### src/sv/assert_macros.svh
// Assertion helpers shared by the RTL files.
// Each macro expects signals named clock and reset in the enclosing scope.
`ifndef ASSERT_MACROS_SVH
`define ASSERT_MACROS_SVH

// Property checked at every clock edge outside reset.
`define FCAR_ASSERT(label, prop, msg) \
   label: assert property (@(posedge clock) disable iff (reset) (prop)) else $error(msg);

// Antecedent in one cycle implies consequent in the next.
`define FCAR_ASSERT_NEXT(label, ante, cons, msg) \
   label: assert property (@(posedge clock) disable iff (reset) (ante) |=> (cons)) \
      else $error(msg);

`endif

### src/sv/fcar_pkg.sv
package fcar_pkg;

   // Sizes
   localparam int ADC_BITS       = 12;
   localparam int FRAME_CAPACITY = 30;
   localparam int COUNT_W        = $clog2(FRAME_CAPACITY + 1);
   localparam int TICK_W         = 16;
   localparam int SAMPLE_CEILING = 9999;
   localparam int VAL_W          = $clog2(SAMPLE_CEILING + 1);
   localparam int DIGITS         = 4;
   localparam int HEAD_LEN       = 5;
   localparam int MAX_MSG        = HEAD_LEN + DIGITS + 3;
   localparam int POS_W          = $clog2(MAX_MSG);
   localparam int STEP_W         = $clog2(DIGITS + 1);
   localparam int CSR_INDEX_W    = 8;

   typedef logic [7:0]             byte_type;
   typedef logic [ADC_BITS-1:0]    sample_type;
   typedef logic [TICK_W-1:0]      tick_type;
   typedef logic [VAL_W-1:0]       value_type;
   typedef logic [COUNT_W-1:0]     count_type;
   typedef logic [POS_W-1:0]       pos_type;
   typedef logic [STEP_W-1:0]      step_type;
   typedef logic [3:0]             digit_type;
   typedef logic [CSR_INDEX_W-1:0] csr_index_type;

   // Request kinds
   typedef enum logic {
      CMD_BYTE = 1'b0,
      CMD_TICK = 1'b1
   } command_type;

   // Register indexes
   localparam csr_index_type REG_INITIAL_DELAY = csr_index_type'(0);
   localparam csr_index_type REG_RESEND_PERIOD = csr_index_type'(1);

   localparam tick_type INITIAL_DELAY_RESET = tick_type'(5);
   localparam tick_type RESEND_PERIOD_RESET = tick_type'(300);

   // Characters
   localparam byte_type CH_OPEN  = 8'h21;
   localparam byte_type CH_CLOSE = 8'h23;
   localparam byte_type CH_CR    = 8'h0D;
   localparam byte_type CH_LF    = 8'h0A;
   localparam byte_type CH_A     = 8'h41;
   localparam byte_type CH_D     = 8'h44;
   localparam byte_type CH_C     = 8'h43;
   localparam byte_type CH_EQ    = 8'h3D;
   localparam byte_type CH_R     = 8'h52;
   localparam byte_type CH_S     = 8'h53;
   localparam byte_type CH_T     = 8'h54;
   localparam byte_type CH_O     = 8'h4F;
   localparam byte_type CH_K     = 8'h4B;
   localparam logic [3:0] DIGIT_HI = 4'h3;

   // Report start from the control side
   typedef struct packed {
      logic      valid;
      value_type value;
   } load_type;

   // Header text "!ADC="
   function automatic byte_type head_char(input pos_type pos);
      byte_type ch;
      case (pos)
         pos_type'(0): ch = CH_OPEN;
         pos_type'(1): ch = CH_A;
         pos_type'(2): ch = CH_D;
         pos_type'(3): ch = CH_C;
         default:      ch = CH_EQ;
      endcase
      return ch;
   endfunction

   // Decimal weight of each conversion step, most significant first
   function automatic value_type step_weight(input step_type step);
      value_type w;
      case (step)
         step_type'(0): w = value_type'(1000);
         step_type'(1): w = value_type'(100);
         step_type'(2): w = value_type'(10);
         default:       w = value_type'(1);
      endcase
      return w;
   endfunction

endpackage

### src/sv/fcar_req_if.sv
interface fcar_req_if;
   logic                 valid;
   logic                 ready;
   logic                 command;
   fcar_pkg::byte_type   rx_byte;
   fcar_pkg::sample_type adc_sample;

   modport source (output valid, output command, output rx_byte, output adc_sample,
                   input ready);
   modport sink   (input valid, input command, input rx_byte, input adc_sample,
                   output ready);
endinterface

### src/sv/fcar_rsp_if.sv
interface fcar_rsp_if;
   logic               valid;
   logic               ready;
   fcar_pkg::byte_type tx_byte;
   logic               last_of_message;

   modport source (output valid, output tx_byte, output last_of_message, input ready);
   modport sink   (input valid, input tx_byte, input last_of_message, output ready);
endinterface

### src/sv/fcar_csr_if.sv
interface fcar_csr_if;
   logic                    valid;
   logic                    ready;
   fcar_pkg::csr_index_type index;
   fcar_pkg::tick_type      data;

   modport source (output valid, output index, output data, input ready);
   modport sink   (input valid, input index, input data, output ready);
endinterface

### src/sv/framed_command_adc_reporter.sv
// A report passes the input register, serializer state and output register to rsp_chan.
// Throughput: one request per cycle; a tick that reports holds the input register until the
// previous message is on its last byte, so messages of 9 to 12 bytes go out back to back at
// one byte per cycle while rsp_chan is ready, set by the single serializer output register.
// Reset (synchronous, active high) clears reporting, the frame parser and both channels.
module framed_command_adc_reporter (
   input logic        clock,
   input logic        reset,
   fcar_req_if.sink   req_chan,
   fcar_rsp_if.source rsp_chan,
   fcar_csr_if.sink   csr_chan
);

   fcar_pkg::load_type load;
   logic               ser_free;

   // Frame parser, timer and config registers
   fcar_control u_control (
      .clock    (clock),
      .reset    (reset),
      .req_chan (req_chan),
      .csr_chan (csr_chan),
      .ser_free (ser_free),
      .load     (load)
   );

   // Report text and output register
   fcar_serializer u_serializer (
      .clock    (clock),
      .reset    (reset),
      .load     (load),
      .ser_free (ser_free),
      .rsp_chan (rsp_chan)
   );

endmodule

### src/sv/fcar_control.sv
`include "assert_macros.svh"

module fcar_control (
   input  logic                clock,
   input  logic                reset,
   fcar_req_if.sink            req_chan,
   fcar_csr_if.sink            csr_chan,
   input  logic                ser_free,
   output fcar_pkg::load_type  load
);

   // Input register
   logic                 in_valid_ff, in_valid_in;
   logic                 cmd_ff;
   fcar_pkg::byte_type   byte_ff;
   fcar_pkg::sample_type sample_ff;

   // Frame and timer state
   logic                 hunting_ff, hunting_in;
   fcar_pkg::byte_type   chars_ff [3];
   fcar_pkg::count_type  count_ff, count_in;
   logic                 on_ff, on_in;
   fcar_pkg::tick_type   countdown_ff, countdown_in;
   fcar_pkg::tick_type   delay_ff, period_ff;

   logic is_report;
   logic advance;
   logic accept;
   logic store_char;
   logic match_rst;
   logic match_ok;
   logic [15:0] sample_ext;

   // Config writes are always taken
   assign csr_chan.ready = 1'b1;

   // Stage control: a reporting tick waits for the serializer
   assign is_report = in_valid_ff && (cmd_ff == fcar_pkg::CMD_TICK) && on_ff &&
                      (countdown_ff <= fcar_pkg::tick_type'(1));
   assign advance   = in_valid_ff && (!is_report || ser_free);
   assign req_chan.ready = !in_valid_ff || advance;
   assign accept    = req_chan.valid && req_chan.ready;

   always_comb begin
      in_valid_in = in_valid_ff;
      if (accept) begin
         in_valid_in = 1'b1;
      end else if (advance) begin
         in_valid_in = 1'b0;
      end
   end

   // Frame matching
   assign match_rst = (count_ff == fcar_pkg::count_type'(3)) &&
                      (chars_ff[0] == fcar_pkg::CH_R) && (chars_ff[1] == fcar_pkg::CH_S) &&
                      (chars_ff[2] == fcar_pkg::CH_T);
   assign match_ok  = (count_ff == fcar_pkg::count_type'(2)) &&
                      (chars_ff[0] == fcar_pkg::CH_O) && (chars_ff[1] == fcar_pkg::CH_K);

   // Next state for one request
   always_comb begin
      hunting_in   = hunting_ff;
      count_in     = count_ff;
      on_in        = on_ff;
      countdown_in = countdown_ff;
      store_char   = 1'b0;
      if (advance) begin
         if (cmd_ff == fcar_pkg::CMD_BYTE) begin
            if (hunting_ff) begin
               if (byte_ff == fcar_pkg::CH_OPEN) begin
                  hunting_in = 1'b0;
                  count_in   = '0;
               end
            end else if (byte_ff == fcar_pkg::CH_OPEN) begin
               count_in = '0;
            end else if (byte_ff == fcar_pkg::CH_CLOSE) begin
               hunting_in = 1'b1;
               count_in   = '0;
               if (match_rst) begin
                  if (!on_ff) begin
                     on_in        = 1'b1;
                     countdown_in = delay_ff;
                  end
               end else if (match_ok) begin
                  on_in        = 1'b0;
                  countdown_in = '0;
               end
            end else begin
               store_char = count_ff < fcar_pkg::count_type'(3);
               if (count_ff < fcar_pkg::count_type'(fcar_pkg::FRAME_CAPACITY)) begin
                  count_in = count_ff + fcar_pkg::count_type'(1);
               end
            end
         end else if (on_ff) begin
            if (is_report) begin
               countdown_in = period_ff;
            end else begin
               countdown_in = countdown_ff - fcar_pkg::tick_type'(1);
            end
         end
      end
   end

   // Report start with the sample clamped to four digits
   assign sample_ext = 16'(sample_ff);
   assign load.valid = advance && is_report;
   assign load.value = (sample_ext > 16'(fcar_pkg::SAMPLE_CEILING)) ?
                       fcar_pkg::value_type'(fcar_pkg::SAMPLE_CEILING) :
                       fcar_pkg::value_type'(sample_ext);

   // Control registers
   always_ff @(posedge clock) begin
      if (reset) begin
         in_valid_ff  <= 1'b0;
         hunting_ff   <= 1'b0;
         count_ff     <= '0;
         on_ff        <= 1'b0;
         countdown_ff <= '0;
         delay_ff     <= fcar_pkg::INITIAL_DELAY_RESET;
         period_ff    <= fcar_pkg::RESEND_PERIOD_RESET;
      end else begin
         in_valid_ff  <= in_valid_in;
         hunting_ff   <= hunting_in;
         count_ff     <= count_in;
         on_ff        <= on_in;
         countdown_ff <= countdown_in;
         if (csr_chan.valid) begin
            if (csr_chan.index == fcar_pkg::REG_INITIAL_DELAY) begin
               delay_ff <= csr_chan.data;
            end else if (csr_chan.index == fcar_pkg::REG_RESEND_PERIOD) begin
               period_ff <= csr_chan.data;
            end
         end
      end
   end

   // Payload registers
   always_ff @(posedge clock) begin
      if (accept) begin
         cmd_ff    <= req_chan.command;
         byte_ff   <= req_chan.rx_byte;
         sample_ff <= req_chan.adc_sample;
      end
      if (store_char) begin
         chars_ff[count_ff[1:0]] <= byte_ff;
      end
   end

   `FCAR_ASSERT(a_count_cap, count_ff <= fcar_pkg::count_type'(fcar_pkg::FRAME_CAPACITY), "frame count beyond capacity")
   `FCAR_ASSERT(a_off_clear, !on_ff |-> (countdown_ff == '0), "countdown running while reporting is off")
   `FCAR_ASSERT_NEXT(a_stall_hold, in_valid_ff && !advance, in_valid_ff && $stable(sample_ff) && $stable(cmd_ff), "stalled request lost")

endmodule

### src/sv/fcar_serializer.sv
`include "assert_macros.svh"

module fcar_serializer (
   input  logic               clock,
   input  logic               reset,
   input  fcar_pkg::load_type load,
   output logic               ser_free,
   fcar_rsp_if.source         rsp_chan
);

   logic                         active_ff, active_in;
   fcar_pkg::pos_type            pos_ff, pos_in;
   fcar_pkg::step_type           step_ff, step_in;
   fcar_pkg::value_type          rem_ff, rem_in;
   logic [fcar_pkg::DIGITS-1:0][3:0] digits_ff, digits_in;
   logic                         rsp_valid_ff, rsp_valid_in;
   fcar_pkg::byte_type           tx_byte_ff;
   logic                         last_ff;

   logic                emit;
   logic [2:0]          nd;
   fcar_pkg::pos_type   last_pos;
   fcar_pkg::pos_type   k;
   fcar_pkg::pos_type   j;
   logic [1:0]          sel;
   fcar_pkg::byte_type  ch;
   fcar_pkg::value_type weight;
   fcar_pkg::value_type mult [10];
   fcar_pkg::digit_type digit;

   // Significant digit count, at least one
   always_comb begin
      if (digits_ff[3] != 4'd0) begin
         nd = 3'd4;
      end else if (digits_ff[2] != 4'd0) begin
         nd = 3'd3;
      end else if (digits_ff[1] != 4'd0) begin
         nd = 3'd2;
      end else begin
         nd = 3'd1;
      end
   end

   assign last_pos = fcar_pkg::pos_type'(fcar_pkg::HEAD_LEN + 2) + fcar_pkg::pos_type'(nd);
   assign emit     = active_ff && (!rsp_valid_ff || rsp_chan.ready);
   assign ser_free = !active_ff || (emit && (pos_ff == last_pos));

   // Character at the current position
   always_comb begin
      k   = pos_ff - fcar_pkg::pos_type'(fcar_pkg::HEAD_LEN);
      j   = k - fcar_pkg::pos_type'(nd);
      sel = 2'(fcar_pkg::pos_type'(nd) - fcar_pkg::pos_type'(1) - k);
      if (pos_ff < fcar_pkg::pos_type'(fcar_pkg::HEAD_LEN)) begin
         ch = fcar_pkg::head_char(pos_ff);
      end else if (k < fcar_pkg::pos_type'(nd)) begin
         ch = {fcar_pkg::DIGIT_HI, digits_ff[sel]};
      end else begin
         case (j)
            fcar_pkg::pos_type'(0): ch = fcar_pkg::CH_CLOSE;
            fcar_pkg::pos_type'(1): ch = fcar_pkg::CH_CR;
            default:                ch = fcar_pkg::CH_LF;
         endcase
      end
   end

   // One decimal digit per cycle, by comparison against its multiples
   always_comb begin
      weight = fcar_pkg::step_weight(step_ff);
      for (int d = 0; d < 10; d++) begin
         mult[d] = fcar_pkg::value_type'(d) * weight;
      end
      digit = '0;
      for (int d = 1; d < 10; d++) begin
         if (rem_ff >= mult[d]) begin
            digit = fcar_pkg::digit_type'(d);
         end
      end
   end

   // Sequencing
   always_comb begin
      active_in    = active_ff;
      pos_in       = pos_ff;
      step_in      = step_ff;
      rem_in       = rem_ff;
      digits_in    = digits_ff;
      rsp_valid_in = rsp_valid_ff;
      if (emit) begin
         rsp_valid_in = 1'b1;
      end else if (rsp_chan.ready) begin
         rsp_valid_in = 1'b0;
      end
      if (load.valid) begin
         active_in = 1'b1;
         pos_in    = '0;
         step_in   = '0;
         rem_in    = load.value;
      end else begin
         if (emit) begin
            if (pos_ff == last_pos) begin
               active_in = 1'b0;
            end else begin
               pos_in = pos_ff + fcar_pkg::pos_type'(1);
            end
         end
         if (step_ff < fcar_pkg::step_type'(fcar_pkg::DIGITS)) begin
            rem_in    = rem_ff - mult[digit];
            digits_in = {digits_ff[fcar_pkg::DIGITS-2:0], digit};
            step_in   = step_ff + fcar_pkg::step_type'(1);
         end
      end
   end

   // Control registers
   always_ff @(posedge clock) begin
      if (reset) begin
         active_ff    <= 1'b0;
         rsp_valid_ff <= 1'b0;
         step_ff      <= fcar_pkg::step_type'(fcar_pkg::DIGITS);
         pos_ff       <= '0;
      end else begin
         active_ff    <= active_in;
         rsp_valid_ff <= rsp_valid_in;
         step_ff      <= step_in;
         pos_ff       <= pos_in;
      end
   end

   // Payload registers
   always_ff @(posedge clock) begin
      rem_ff    <= rem_in;
      digits_ff <= digits_in;
      if (emit) begin
         tx_byte_ff <= ch;
         last_ff    <= (pos_ff == last_pos);
      end
   end

   assign rsp_chan.valid           = rsp_valid_ff;
   assign rsp_chan.tx_byte         = tx_byte_ff;
   assign rsp_chan.last_of_message = last_ff;

   `FCAR_ASSERT(a_pos_bound, active_ff |-> (pos_ff <= last_pos), "position past message end")
   `FCAR_ASSERT(a_digits_ready, (active_ff && (pos_ff >= fcar_pkg::pos_type'(fcar_pkg::HEAD_LEN))) |-> (step_ff == fcar_pkg::step_type'(fcar_pkg::DIGITS)), "digits used before conversion finished")
   `FCAR_ASSERT_NEXT(a_last_ends, emit && (pos_ff == last_pos) && !load.valid, !active_ff && rsp_chan.last_of_message, "message did not end on its last byte")

endmodule
### src/flat_wrapper.sv
// flat-port wrapper written by rule: the top's interface ports become plain ports
module framed_command_adc_reporter_flat 
  (clock, reset, req_chan_valid, req_chan_command, req_chan_rx_byte, req_chan_adc_sample, req_chan_ready, rsp_chan_valid, rsp_chan_tx_byte, rsp_chan_last_of_message, rsp_chan_ready, csr_chan_valid, csr_chan_index, csr_chan_data, csr_chan_ready);
  fcar_req_if req_chan_i ();
  fcar_rsp_if rsp_chan_i ();
  fcar_csr_if csr_chan_i ();
  input logic clock;
  input logic reset;
  input wire logic [$bits(req_chan_i.valid)-1:0] req_chan_valid;
  input wire logic [$bits(req_chan_i.command)-1:0] req_chan_command;
  input wire logic [$bits(req_chan_i.rx_byte)-1:0] req_chan_rx_byte;
  input wire logic [$bits(req_chan_i.adc_sample)-1:0] req_chan_adc_sample;
  output wire logic [$bits(req_chan_i.ready)-1:0] req_chan_ready;
  output wire logic [$bits(rsp_chan_i.valid)-1:0] rsp_chan_valid;
  output wire logic [$bits(rsp_chan_i.tx_byte)-1:0] rsp_chan_tx_byte;
  output wire logic [$bits(rsp_chan_i.last_of_message)-1:0] rsp_chan_last_of_message;
  input wire logic [$bits(rsp_chan_i.ready)-1:0] rsp_chan_ready;
  input wire logic [$bits(csr_chan_i.valid)-1:0] csr_chan_valid;
  input wire logic [$bits(csr_chan_i.index)-1:0] csr_chan_index;
  input wire logic [$bits(csr_chan_i.data)-1:0] csr_chan_data;
  output wire logic [$bits(csr_chan_i.ready)-1:0] csr_chan_ready;
  assign req_chan_i.valid = req_chan_valid;
  assign req_chan_i.command = req_chan_command;
  assign req_chan_i.rx_byte = req_chan_rx_byte;
  assign req_chan_i.adc_sample = req_chan_adc_sample;
  assign req_chan_ready = req_chan_i.ready;
  assign rsp_chan_valid = rsp_chan_i.valid;
  assign rsp_chan_tx_byte = rsp_chan_i.tx_byte;
  assign rsp_chan_last_of_message = rsp_chan_i.last_of_message;
  assign rsp_chan_i.ready = rsp_chan_ready;
  assign csr_chan_i.valid = csr_chan_valid;
  assign csr_chan_i.index = csr_chan_index;
  assign csr_chan_i.data = csr_chan_data;
  assign csr_chan_ready = csr_chan_i.ready;
  framed_command_adc_reporter u_core (.clock(clock), .reset(reset), .req_chan(req_chan_i), .rsp_chan(rsp_chan_i), .csr_chan(csr_chan_i));
endmodule
### config.mk
export PLATFORM = sky130hd
export DESIGN_NAME = framed_command_adc_reporter_flat
export DESIGN_NICKNAME = d
export VERILOG_FILES = /design/src/sv/fcar_pkg.sv /design/src/sv/fcar_req_if.sv /design/src/sv/fcar_rsp_if.sv /design/src/sv/fcar_csr_if.sv /design/src/sv/framed_command_adc_reporter.sv /design/src/sv/fcar_control.sv /design/src/sv/fcar_serializer.sv /design/src/flat_wrapper.sv
export VERILOG_INCLUDE_DIRS = /design/src /design/src/sv
export SDC_FILE = /design/constraint.sdc
export NUM_CORES = 1
export LEC_CHECK = 0
export BUFFER_PORTS_ARGS = -buffer_cell sky130_fd_sc_hd__buf_2
export CAP_MARGIN = 20
export CELL_PAD_IN_SITES_DETAIL_PLACEMENT = 1
export CELL_PAD_IN_SITES_GLOBAL_PLACEMENT = 2
export CORE_ASPECT_RATIO = 1.5
export CORE_UTILIZATION = 25
export DETAILED_ROUTE_END_ITERATION = 6
export PLACE_DENSITY = 0.51
export SYNTH_ARGS = -nofsm -noshare
export SYNTH_HDL_FRONTEND = slang
export SYNTH_SLANG_ARGS = --single-unit
### constraint.sdc
create_clock -name clock -period 8.3 [get_ports clock]
set_input_delay 0.415 -clock clock [delete_from_list [all_inputs] [get_ports clock]]
set_output_delay 0.415 -clock clock [all_outputs]
set_load 0.02 [all_outputs]
==> qor.yml <==
run_status:
  outcome: "finished clean"
timing:
  period_needed_ps: 7220
  setup-violations-final: 0
  rsz0062_at_grt: "false"
  min_period_over_period_pct: 87.0
  whs_ps: 151
  skew_ps: 9.93
  clock.fmax_mhz: 138
  worst_slack_ps: 1080
  worst_pin_slew_ps: 969
  hold_violations: 0
  fin_setup_tns_ps: 0
  relSlewSlack_pct: 34.7
  slew_violations: 0
placed_design:
  gp_congestion: 0.854
  dpl_cell_area_sq_mm: 0.0114
  dp_hpwl_mm: 26.5
  place_ws_ps: 1030
  port_buffers: 59
die:
  die_area_sq_mm: 0.0423
  core_area_sq_mm: 0.0410
  die_height_microns: 251
  die_w_microns: 168
  pin_count: 62
  num_rows: 91
  initial_core_util_pct: 25.3
clock_network:
  numCtsBuffers: 17
  insertion_delay_ps: 440
  cts-root-buf: "clkbuf_16"
  clockBufferDepth: 2
  cts_setup_buffers: 0
  hold_buffers: 0
  clkSlewWorstSetupHoldPaths_ps: 60
  clock-sinks: 148
  cts_resized: 0
  cts_tree: "yes"
  htree_levels: 4
finish:
  n_antenna_cell: 0
  nets: 1330
  final_area_sq_mm: 0.0120
  final_layout_size_suffix_gt1_share_pct: 14.8
  area_growth_pct: 15.9
worst_setup_path:
  cp.required_ps: 8460
  critPathKind: "reg -> reg"
  reg2reg_to: "u_core.u_serializer.rem_ff[12]"
  critPathCaptureType: "flip-flop"
  cp.arrival_ps: 7380
  r2r_start: "u_core.u_serializer.step_ff[0]"
  r2r_slack_ps: 1080
  start_kind: "flip-flop"
  r2r_cells: 35
  worst-path-max-fanout: 7
  slowest_delay_ps: 540
  slowest_stage: "fa_1"
worst_hold_path:
  hp-start: "req_chan_rx_byte[4]"
  hold_path_class: "in -> reg"
  hold_depth: 1
  holdPathEnd: "u_core.u_control.byte_ff[4]"
logic_synthesis:
  ys_seq_elements: 148
  ys_async_sr_fraction_pct: 0
  synth_top_family_by_area: "compound AO/OA/AOI/OAI gates"
  synth-main-ff-cell: "edfxtp_1"
  synth_top_cell_area_share_pct: 24.0
  syn_area_sq_mm: 0.0104
  synth_edf_count: 83
  synth_compound_area_share_pct: 18.3
  yosys.area_share.adder_pct: 16.0
  ys_types: 87
  synth_most_common_cell: "ha_1"
  avgSynthCellArea_sq_um: 9.65
  synth_warnings: 0
  synth-seq-area-share_pct: 36.6
  yosys-mux-area-fraction_pct: 4.48
  syn_inst: 1074
  synth_xor_xnor_area_share_pct: 4.31
  yosys.area_share.simple_pct: 16.1
  synthTopCellsByArea: "edfxtp_1 (24%), ha_1 (15%), dfxtp_1 (13%)"
  yosys-top-cells-count: "ha_1 (121), nor2_1 (119), edfxtp_1 (83)"
  synth_top_cell_by_area: "edfxtp_1"
routing:
  vias: 8322
  via_per_inst: 4.97
  first_pass_iters: 4
  drc: 0
  drt-initial-drc-count: 298
  antenna_left: 0
  wl_per_cell_microns: 20.2
  routed_wl_mm: 33.9
grt:
  grt_use_met1_pct: 18.0
  grt_pass1_vias: 8997
  grt_max_degree: 61
  grt.busiest_layer: "met2"
  met2_usage_pct: 31.3
  antenna_found_initial: 0
  grt_usage_pct: 16.7
  grt_pass1_wl_mm: 52.8
  use_met3_pct: 2.21
  overflow: 0
pwr:
  p_leak_nw: 4.61
  pwr_density_cell_mw_per_mm2: 138
  ir_drop_uv: 144
run:
  cap_violations: 0
-- critical path, delay by kind of cell, from the launching register on --
family	cells	cell delay, ps
buf+inv	4	430
simple gates	6	630
compound gates	19	3710
fa+ha+maj	5	1570
flops	1	400
xor+xnor	1	190
-- per-layer routing --
metal / wire (microns) / up-vias / share of wire (%)
met1: 13600 / 4057 / 40
met5: 0 / - / 0
met3: 706 / 55 / 2.1
met2: 18100 / 116 / 53
met4: 1460 / 0 / 4.3
li1: - / 4094 / -
-- report_power, final --
group,total [mW],internal (mW),switching [mW]
registers,0.790,0.783,0.00685
clock network,0.819,0.503,0.316
logic,0.0476,0.0183,0.0293
total,1.66,1.30,0.352
-- how the worst max path moves through the flow --
| stage | startpoint | cells after the start | to | slack (ps) |
|---|---|---|---|---|
| 3_3_place_gp | u_core.u_serializer.step_ff[0] | 35 | u_core.u_serializer.rem_ff[12] | 1170 |
| 3_5_place_dp | u_core.u_serializer.step_ff[0] | 35 | u_core.u_serializer.rem_ff[12] | 1030 |
| 2_1_floorplan | u_core.u_serializer.step_ff[1] | 33 | u_core.u_serializer.rem_ff[13] | 1260 |
| 4_1_cts | u_core.u_serializer.step_ff[0] | 35 | u_core.u_serializer.rem_ff[12] | 1000 |
| 6_report | u_core.u_serializer.step_ff[0] | 35 | u_core.u_serializer.rem_ff[12] | 1080 |
| 5_1_grt | u_core.u_serializer.step_ff[0] | 33 | u_core.u_serializer.rem_ff[13] | 460 |
-- final cells by class --
cell class,instances,area [sq um]
Clock buffer,19,433
Clock inverter,13,181
Fill cell,4754,29000
Inverter,60,225
Multi-Input combinational cell,829,6170
Sequential cell,148,3790
Tap cell,511,639
Timing Repair Buffer,96,573
-- flip-flops by register name (all words and copies together) (netlist names), 3 cells and up --
name                                  flops
u_core.u_control.chars_ff                24
u_core.u_control.countdown_ff            16
u_core.u_control.delay_ff                16
u_core.u_control.period_ff               16
u_core.u_serializer.digits_ff            16
u_core.u_serializer.rem_ff               14
u_core.u_control.sample_ff               12
u_core.u_control.byte_ff                  8
u_core.u_serializer.rsp_chan.tx_byte      7
u_core.u_control.count_ff                 5
u_core.u_serializer.pos_ff                4
u_core.u_serializer.step_ff               3
-- placed cells by master, fill, tap and decap left out, types with 6 or more instances in the layout --
cell type / count
nor2b_1: 8
buf_2: 59
nor3_1: 14
nand2b_1: 18
o21a_1: 6
a31oi_1: 9
or2_2: 6
buf_4: 37
nand4_1: 9
and2_1: 7
a21o_1: 18
a211oi_2: 17
nand2_1: 80
edfxtp_1: 83
o21ai_0: 63
o211ai_1: 8
dfxtp_1: 65
a211oi_1: 9
conb_1: 7
clkbuf_16: 17
fa_1: 7
ha_1: 121
xnor2_1: 34
a211o_1: 13
nor4_1: 14
nor2_1: 118
mux2i_1: 34
inv_1: 54
xor2_1: 17
a22oi_1: 18
nand3_1: 18
and3_1: 6
a21oi_1: 56
-- kinds of logic after synthesis --
kind of cell	Yosys count
other	2
DFF	148
and+or+nand+nor	334
adders and majority gates	128
buffers and inverters	102
xor gates and xnor gates	51
muxes	41
AOI/OAI and AO/OA	268
-- per-stage QoR --
| step | utilization (%) | cells | power (mW) |
|---|---|---|---|
| final | 29.3 | 1676 | 1.66 |
| after global placement | 27.8 | 1644 | 0.855 |
| after CTS | 29.3 | 1676 | 1.69 |
| after floorplan | - | 1079 | 0.830 |
| after detailed placement | 27.8 | 1644 | 0.855 |
| after global routing | 29.3 | 1676 | 1.72 |
(Power assumes the default switching activity.)
